**src/rtl/dwt_pkg.sv**
```systemverilog
`default_nettype none

package dwt_pkg;

  // Depth values and the signed width used for sums and differences of them.
  localparam int unsigned DEPTH_BITS = 16;
  localparam int unsigned CALC_BITS  = DEPTH_BITS + 2;
  localparam int unsigned SPAN_BITS  = 15;
  localparam int unsigned HALF_BITS  = 14;
  localparam int unsigned CFG_IDX_BITS = 3;

  typedef logic signed [DEPTH_BITS-1:0] depth_t;
  typedef logic signed [CALC_BITS-1:0]  calc_t;

  // Register indexes of the configuration port.
  typedef enum logic [CFG_IDX_BITS-1:0] {
    CFG_ACTIVE_THRESHOLD = 3'd0,
    CFG_UPPER_LIMIT      = 3'd1,
    CFG_LOWER_LIMIT      = 3'd2,
    CFG_WINDOW_SPAN      = 3'd3,
    CFG_HALF_SPAN        = 3'd4
  } cfg_reg_e;

  // Clamp a wide signed value to the depth range.
  function automatic depth_t sat_depth(input calc_t v);
    calc_t hi;
    calc_t lo;
    hi = calc_t'({1'b0, {(DEPTH_BITS-1){1'b1}}});
    lo = -hi - calc_t'(1);
    if (v > hi) begin
      sat_depth = hi[DEPTH_BITS-1:0];
    end else if (v < lo) begin
      sat_depth = lo[DEPTH_BITS-1:0];
    end else begin
      sat_depth = v[DEPTH_BITS-1:0];
    end
  endfunction

  // Floor of the midpoint of two depths: an arithmetic shift of the sum.
  function automatic depth_t mean_of(input depth_t a, input depth_t b);
    calc_t sum;
    sum = calc_t'(a) + calc_t'(b);
    mean_of = sum[DEPTH_BITS:1];
  endfunction

endpackage

`default_nettype wire

```
**src/rtl/depth_window_tracker_core.sv**
```systemverilog
`default_nettype none

// Channel    Direction  Handshake              Payload
// cfg        in         cfg_valid_i/cfg_ready_o  cfg_index_i, cfg_data_i
// in         in         in_valid_i/in_stall_o   depth_sample_i
// out        out        out_valid_o/out_stall_i observer_depth_o, flags
//
// One sample beat is accepted per cycle while the input is not stalled. Its result
// is written into the result register as the sample leaves the input register,
// and it leaves the result register when the output is not stalled.
// The window and held estimate update as a sample leaves the input register,
// so the state loop sets the rate of one beat per cycle while the output is not stalled.
// Reset clears the tracking state and loads the register defaults.
// A stalled output holds the result register; the input register still takes
// a beat while it is empty, then stalls upstream.
module depth_window_tracker_core
  import dwt_pkg::*;
(
  input  wire logic                     clk_i,
  input  wire logic                     rst_ni,
  input  wire logic                     cfg_valid_i,
  output logic                          cfg_ready_o,
  input  wire logic [CFG_IDX_BITS-1:0]  cfg_index_i,
  input  wire logic [DEPTH_BITS-1:0]    cfg_data_i,
  input  wire logic                     in_valid_i,
  output logic                          in_stall_o,
  input  wire logic signed [DEPTH_BITS-1:0] depth_sample_i,
  output logic                          out_valid_o,
  input  wire logic                     out_stall_i,
  output logic signed [DEPTH_BITS-1:0]  observer_depth_o,
  output logic                          tracking_active_o,
  output logic                          above_limit_o,
  output logic                          below_limit_o,
  output logic                          snapped_to_mean_o
);

  // Configuration registers.
  depth_t               thr_q, upper_q, lower_q;
  logic [SPAN_BITS-1:0] span_q;
  logic [HALF_BITS-1:0] half_q;

  assign cfg_ready_o = 1'b1;

  always_ff @(posedge clk_i or negedge rst_ni) begin
    if (!rst_ni) begin
      thr_q   <= '0;
      upper_q <= {1'b0, {(DEPTH_BITS-1){1'b1}}};
      lower_q <= {1'b1, {(DEPTH_BITS-1){1'b0}}};
      span_q  <= SPAN_BITS'(1000);
      half_q  <= HALF_BITS'(500);
    end else if (cfg_valid_i && cfg_ready_o) begin
      unique case (cfg_reg_e'(cfg_index_i))
        CFG_ACTIVE_THRESHOLD: thr_q   <= cfg_data_i;
        CFG_UPPER_LIMIT:      upper_q <= cfg_data_i;
        CFG_LOWER_LIMIT:      lower_q <= cfg_data_i;
        CFG_WINDOW_SPAN:      span_q  <= cfg_data_i[SPAN_BITS-1:0];
        CFG_HALF_SPAN:        half_q  <= cfg_data_i[HALF_BITS-1:0];
        default: ;
      endcase
    end
  end

  // Input register and handshake.
  logic   s1_valid_q;
  depth_t s1_sample_q;
  logic   advance;

  assign advance    = !out_valid_o || !out_stall_i;
  assign in_stall_o = s1_valid_q && !advance;

  always_ff @(posedge clk_i or negedge rst_ni) begin
    if (!rst_ni) begin
      s1_valid_q <= 1'b0;
    end else if (!in_stall_o) begin
      s1_valid_q <= in_valid_i;
    end
  end

  always_ff @(posedge clk_i) begin
    if (in_valid_i && !in_stall_o) begin
      s1_sample_q <= depth_sample_i;
    end
  end

  // Tracking state.
  logic   active_q, active_d;
  depth_t wh_q, wh_d, wl_q, wl_d, held_q, held_d;
  logic   above, below, snapped;

  // Widened copies of the sample and the spans.
  calc_t s_x, span_x, half_x;
  assign s_x    = calc_t'(s1_sample_q);
  assign span_x = signed'(CALC_BITS'(span_q));
  assign half_x = signed'(CALC_BITS'(half_q));

  // Window on entry: opened around the sample on the first active beat.
  depth_t wh0, wl0, held0, mean;
  calc_t  width, diff;

  always_comb begin
    wh0     = active_q ? wh_q : sat_depth(s_x + half_x);
    wl0     = active_q ? wl_q : sat_depth(s_x - half_x);
    held0   = active_q ? held_q : mean_of(wh0, wl0);
    active_d = active_q;
    wh_d    = wh_q;
    wl_d    = wl_q;
    held_d  = held_q;
    above   = 1'b0;
    below   = 1'b0;
    snapped = 1'b0;
    width   = '0;
    mean    = '0;
    diff    = '0;
    if (s1_sample_q > thr_q) begin
      // Above threshold: tracking off, window cleared, estimate kept.
      active_d = 1'b0;
      wh_d     = '0;
      wl_d     = '0;
    end else begin
      active_d = 1'b1;
      wh_d     = wh0;
      wl_d     = wl0;
      // Stretch the window toward an in-limit sample, then cap its width.
      if (s1_sample_q > upper_q) begin
        above = 1'b1;
      end else if (s1_sample_q > wh0) begin
        wh_d  = s1_sample_q;
        width = s_x - calc_t'(wl0);
        if (width > span_x) begin
          wl_d = sat_depth(s_x - span_x);
        end
      end else if (s1_sample_q < lower_q) begin
        below = 1'b1;
      end else if (s1_sample_q < wl0) begin
        wl_d  = s1_sample_q;
        width = calc_t'(wh0) - s_x;
        if (width > span_x) begin
          wh_d = sat_depth(s_x + span_x);
        end
      end
      // Snap the estimate to the mean, or to an edge when it drifts off.
      mean = mean_of(wh_d, wl_d);
      diff = calc_t'(held0) - calc_t'(mean);
      if (diff < 0) begin
        diff = -diff;
      end
      held_d = held0;
      if (diff > span_x) begin
        held_d  = mean;
        snapped = 1'b1;
      end else if (calc_t'(held0) > calc_t'(mean) + half_x) begin
        held_d = wh_d;
      end else if (calc_t'(held0) < calc_t'(mean) - half_x) begin
        held_d = wl_d;
      end
    end
  end

  logic fire;
  assign fire = s1_valid_q && advance;

  always_ff @(posedge clk_i or negedge rst_ni) begin
    if (!rst_ni) begin
      active_q <= 1'b0;
      wh_q     <= '0;
      wl_q     <= '0;
      held_q   <= '0;
    end else if (fire) begin
      active_q <= active_d;
      wh_q     <= wh_d;
      wl_q     <= wl_d;
      held_q   <= held_d;
    end
  end

  // Result register.
  always_ff @(posedge clk_i or negedge rst_ni) begin
    if (!rst_ni) begin
      out_valid_o <= 1'b0;
    end else if (advance) begin
      out_valid_o <= s1_valid_q;
    end
  end

  always_ff @(posedge clk_i) begin
    if (fire) begin
      observer_depth_o  <= held_d;
      tracking_active_o <= active_d;
      above_limit_o     <= above;
      below_limit_o     <= below;
      snapped_to_mean_o <= snapped;
    end
  end

  // An idle tracker keeps an empty window.
  assert property (@(posedge clk_i) disable iff (!rst_ni)
    !active_q |-> (wh_q == '0 && wl_q == '0))
    else $error("inactive tracker holds a nonempty window");

  // The window never inverts while tracking.
  assert property (@(posedge clk_i) disable iff (!rst_ni)
    active_q |-> (wh_q >= wl_q))
    else $error("window top below window bottom");

  // A sample cannot be flagged on both sides.
  assert property (@(posedge clk_i) disable iff (!rst_ni)
    out_valid_o |-> !(above_limit_o && below_limit_o))
    else $error("sample flagged above and below the limits");

  // Flags are only raised while tracking.
  assert property (@(posedge clk_i) disable iff (!rst_ni)
    (out_valid_o && !tracking_active_o)
      |-> !(above_limit_o || below_limit_o || snapped_to_mean_o))
    else $error("flag raised while tracking is inactive");

  // The tracking state moves only when a beat leaves the input register.
  assert property (@(posedge clk_i) disable iff (!rst_ni)
    !fire |=> ($stable(active_q) && $stable(held_q)))
    else $error("tracking state changed without a beat");

endmodule

`default_nettype wire

```
**config.mk**
```make
export PLATFORM = sky130hd
export DESIGN_NAME = depth_window_tracker_core
export DESIGN_NICKNAME = d
export VERILOG_FILES = /design/src/rtl/dwt_pkg.sv /design/src/rtl/depth_window_tracker_core.sv
export SDC_FILE = /design/constraint.sdc
export NUM_CORES = 1
export LEC_CHECK = 0
export ABC_CLOCK_PERIOD_IN_PS = 18600
export BUFFER_PORTS_ARGS = -buffer_cell sky130_fd_sc_hd__buf_4
export CORE_ASPECT_RATIO = 0.75
export CORE_UTILIZATION = 30
export CTS_BUF_LIST = sky130_fd_sc_hd__clkbuf_8
export DETAILED_ROUTE_END_ITERATION = 6
export SLEW_MARGIN = 20
export SYNTH_ARGS = -nofsm -noshare
export SYNTH_HDL_FRONTEND = slang
export SYNTH_SLANG_ARGS = --single-unit
```
**constraint.sdc**
```tcl
create_clock -name clk_i -period 18.6 [get_ports clk_i]
set_input_delay 0.93 -clock clk_i [delete_from_list [all_inputs] [get_ports clk_i]]
set_output_delay 0.93 -clock clk_i [all_outputs]
set_load 0.005 [all_outputs]
```
==> results.md <==
* Status: finished, final reports clean
* Routed wl met2 at 30.1 mm
* Core region area at 66900 µm²
* Number of H-tree levels at 4
* Iter 0 DRT Violations at 2230
* DIE AREA at 68700 µm²
* Buffer count from post-CTS setup fixing at 0
* Via count at 19700
* Required time of the critical path at 18880 ps
* Cell area after synthesis at 20300 µm²
* DR WL/cell at 22.4 µm
* Die width at 302 µm
* Clock Tree Root: clkbuf_8
* Setup Skew at 20.5 ps
* Syn nets at 2896
* Clock slew at reported path FFs at 100 ps
* Commonest non-fill, non-tap cell in the layout: ha_1
* Critical Path Sink Type: flip-flop
* Final Slew Violations at 0
* Area Growth Syn to Fin at 9.75%
* Final setup viols at 0
* Clock latency on the worst-skew pair at 560 ps
* M1 wire length at 36.4 mm
* Commonest cells after routing, fill and taps aside: 284 x ha_1, 234 x nand2_1, 222 x inv_1
* Minimum clock period at 17180 ps
* Layout net count at 2921
* # DRC at 0
* Port-buffer cells at 61
* Distinct cells, synth at 105
* Share of flip-flops with an asynchronous set or reset at 78.0%
* Top Metal Used: met5
* Hpwl dp at 62.4 mm
* Vias/cell at 5.65
* WL final at 78.0 mm
* Post-route ant nets at 0
* Register bit total from synthesis at 164
* Final Hold Vio Count at 0
* CTS max path bufs at 2
* Initial antenna violation count at 3
* Most frequent CP cell: a21oi_1
* Drt pass-1 iters at 6
* Hold Buf Count CTS at 0
* Normalized max-slew margin at 18.1%
* Clock Sinks at 164
* Placement Rows at 82
* Share of cells above drive strength 1 at 10.3%
* Post-synth EDFFs at 36
* CTS resizes at 0
* Yosys warns at 0
* Worst-Margin Slew at 1220 ps
* Largest net degree at the start of global routing at 76
* Initial Utilization at 30.3%
* Synthesized area per cell at 7.93 µm²
* FMAX at 58.2 MHz
* Setup TNS at 0 ps
* Top_reg_cell synth: dfrtp_1
* CTS Buf Count at 17
* Post-synthesis sequential area ratio at 21.3%
* Worst Hold Class: input pin to async pin
* Syn Inst Count at 2561
* Placer Congestion at 1.05
* CTS tree: yes
* Cell area after layout at 22300 µm²
* Area after DPL at 21900 µm²
* Met3 routed WL at 9.32 mm
* Crit start category: flip-flop
* # IOs at 63
* First-pass GRT wire length at 117 mm
* Vias in the first global route at 18100
* Total gr overflow at 0
* RSZ-0062 raised after global routing: no
* Arr. time, crit path at 17450 ps
* Critical Path Max Stage Delay at 910 ps
* Crit path kind: flip-flop to flip-flop
* Vert. Die Dim at 227 µm
* CP max-delay cell: edfxtp_1
* All-Layer GR Usage at 22.7%
* Period utilisation layout at 92.3%
* Crit path max fanout at 21
* Max-Cap Viols at 0
-- routing by layer --
layer | track usage (%) | vias up
met5 | 0 | -
met4 | 6.94 | 2
met3 | 8.10 | 135
met2 | 31.2 | 997
met1 | 32.7 | 9196
li1 | - | 9337
-- synth_stat cells, types with 9 or more instances --
cell type	instances	share of area, %
ha_1	284	18
nand2_1	234	4.3
inv_1	222	4.1
a21oi_1	205	5.1
nor2_1	202	3.7
o21ai_0	191	4.7
xnor2_1	120	5.2
dfrtp_1	100	12
clkbuf_1	83	1.5
nand2b_1	50	1.5
nand3_1	49	1.2
a31oi_1	48	1.5
a21o_1	39	1.4
nor3_1	37	0.91
o21a_1	37	1.4
edfxtp_1	36	5.3
nor2b_1	34	1.0
o31ai_1	34	1.3
nand4_1	30	0.92
dfstp_2	28	3.6
a211oi_1	27	1.0
o21bai_1	27	1.0
xor2_1	27	1.2
mux2_2	25	1.4
a22oi_1	23	0.85
or3_1	22	0.68
and3_1	18	0.55
and2_1	17	0.52
o22ai_1	17	0.52
a311oi_1	15	0.65
a221oi_1	14	0.60
nor4_1	14	0.43
fa_1	11	1.1
or2_2	11	0.34
a22o_1	10	0.43
o211ai_1	10	0.37
o31ai_4	10	1.0
a2bb2oi_1	9	0.39
buf_2	9	0.22
mux2i_1	9	0.44
-- cell families after synthesis --
| family | Yosys count | share of synthesized area [%] |
|---|---|---|
| xor gates and xnor gates | 147 | 6.34 |
| muxes | 34 | 1.83 |
| buffers and inverters | 335 | 6.45 |
| and+or+nand+nor | 754 | 17.8 |
| adders and majority gates | 299 | 18.8 |
| AOI/OAI and AO/OA | 827 | 27.5 |
| other | 1 | 0.0185 |
| DFF | 164 | 21.3 |
-- final timing paths --
kind                                     start                   to  slack [ps]  cells after the start
min in group clk_i                     wl_q[5]              wl_q[5]         490                      2
worst max-delay path            s1_sample_q[2]  observer_depth_o[1]        1420                     66
worst max register to register  s1_sample_q[2]  observer_depth_o[1]        1420                     66
worst min register to register         wl_q[5]              wl_q[5]         490                      2
worst min-delay path                    rst_ni           half_q[11]         350                      1
max in group asynchronous               rst_ni             thr_q[7]       16850                      2
-- registers in the layout, indices dropped and copies added (netlist names) --
name	flops
out_valid_o	1
half_q	14
held_q	16
snapped_to_mean_o	1
wh_q	16
thr_q	16
wl_q	16
span_q	15
below_limit_o	1
active_q	1
s1_sample_q	16
observer_depth_o	16
s1_valid_q	1
above_limit_o	1
upper_q	16
lower_q	16
tracking_active_o	1
-- layout make-up --
| type | instances | area (µm²) |
|---|---|---|
| Antenna cell | 1 | 2.50 |
| Clock buffer | 17 | 234 |
| Clock inverter | 15 | 151 |
| Fill cell | 7138 | 44600 |
| Inverter | 227 | 852 |
| Multi-Input combinational cell | 2062 | 14800 |
| Sequential cell | 164 | 4320 |
| Tap cell | 882 | 1100 |
| Timing Repair Buffer | 114 | 860 |
-- through the flow --
| stage | util [%] | setup WS, ps | cells | hold slack, ps |
|---|---|---|---|---|
| global route | 33.3 | 309 | 3481 | 347 |
| finish | 33.3 | 1420 | 3482 | 345 |
| detailed placement | 32.7 | 1780 | 3449 | 458 |
| CTS | 33.3 | 1650 | 3481 | 325 |
| floorplan | - | 4650 | 2561 | 439 |
| global placement | 32.7 | 1740 | 3449 | 452 |
-- worst max-delay path, delay by kind of cell, from the launching register on --
family | cells | cell delay [ps]
AOI/OAI and AO/OA | 34 | 8760
and+or+nand+nor | 18 | 3610
adders and majority gates | 6 | 2180
buffers and inverters | 5 | 970
xor gates and xnor gates | 3 | 400
DFF | 1 | 910
Power is left out: the tool's default activity adds up to more than one toggle a clock period on the data nets, which glitch-free logic cannot reach.
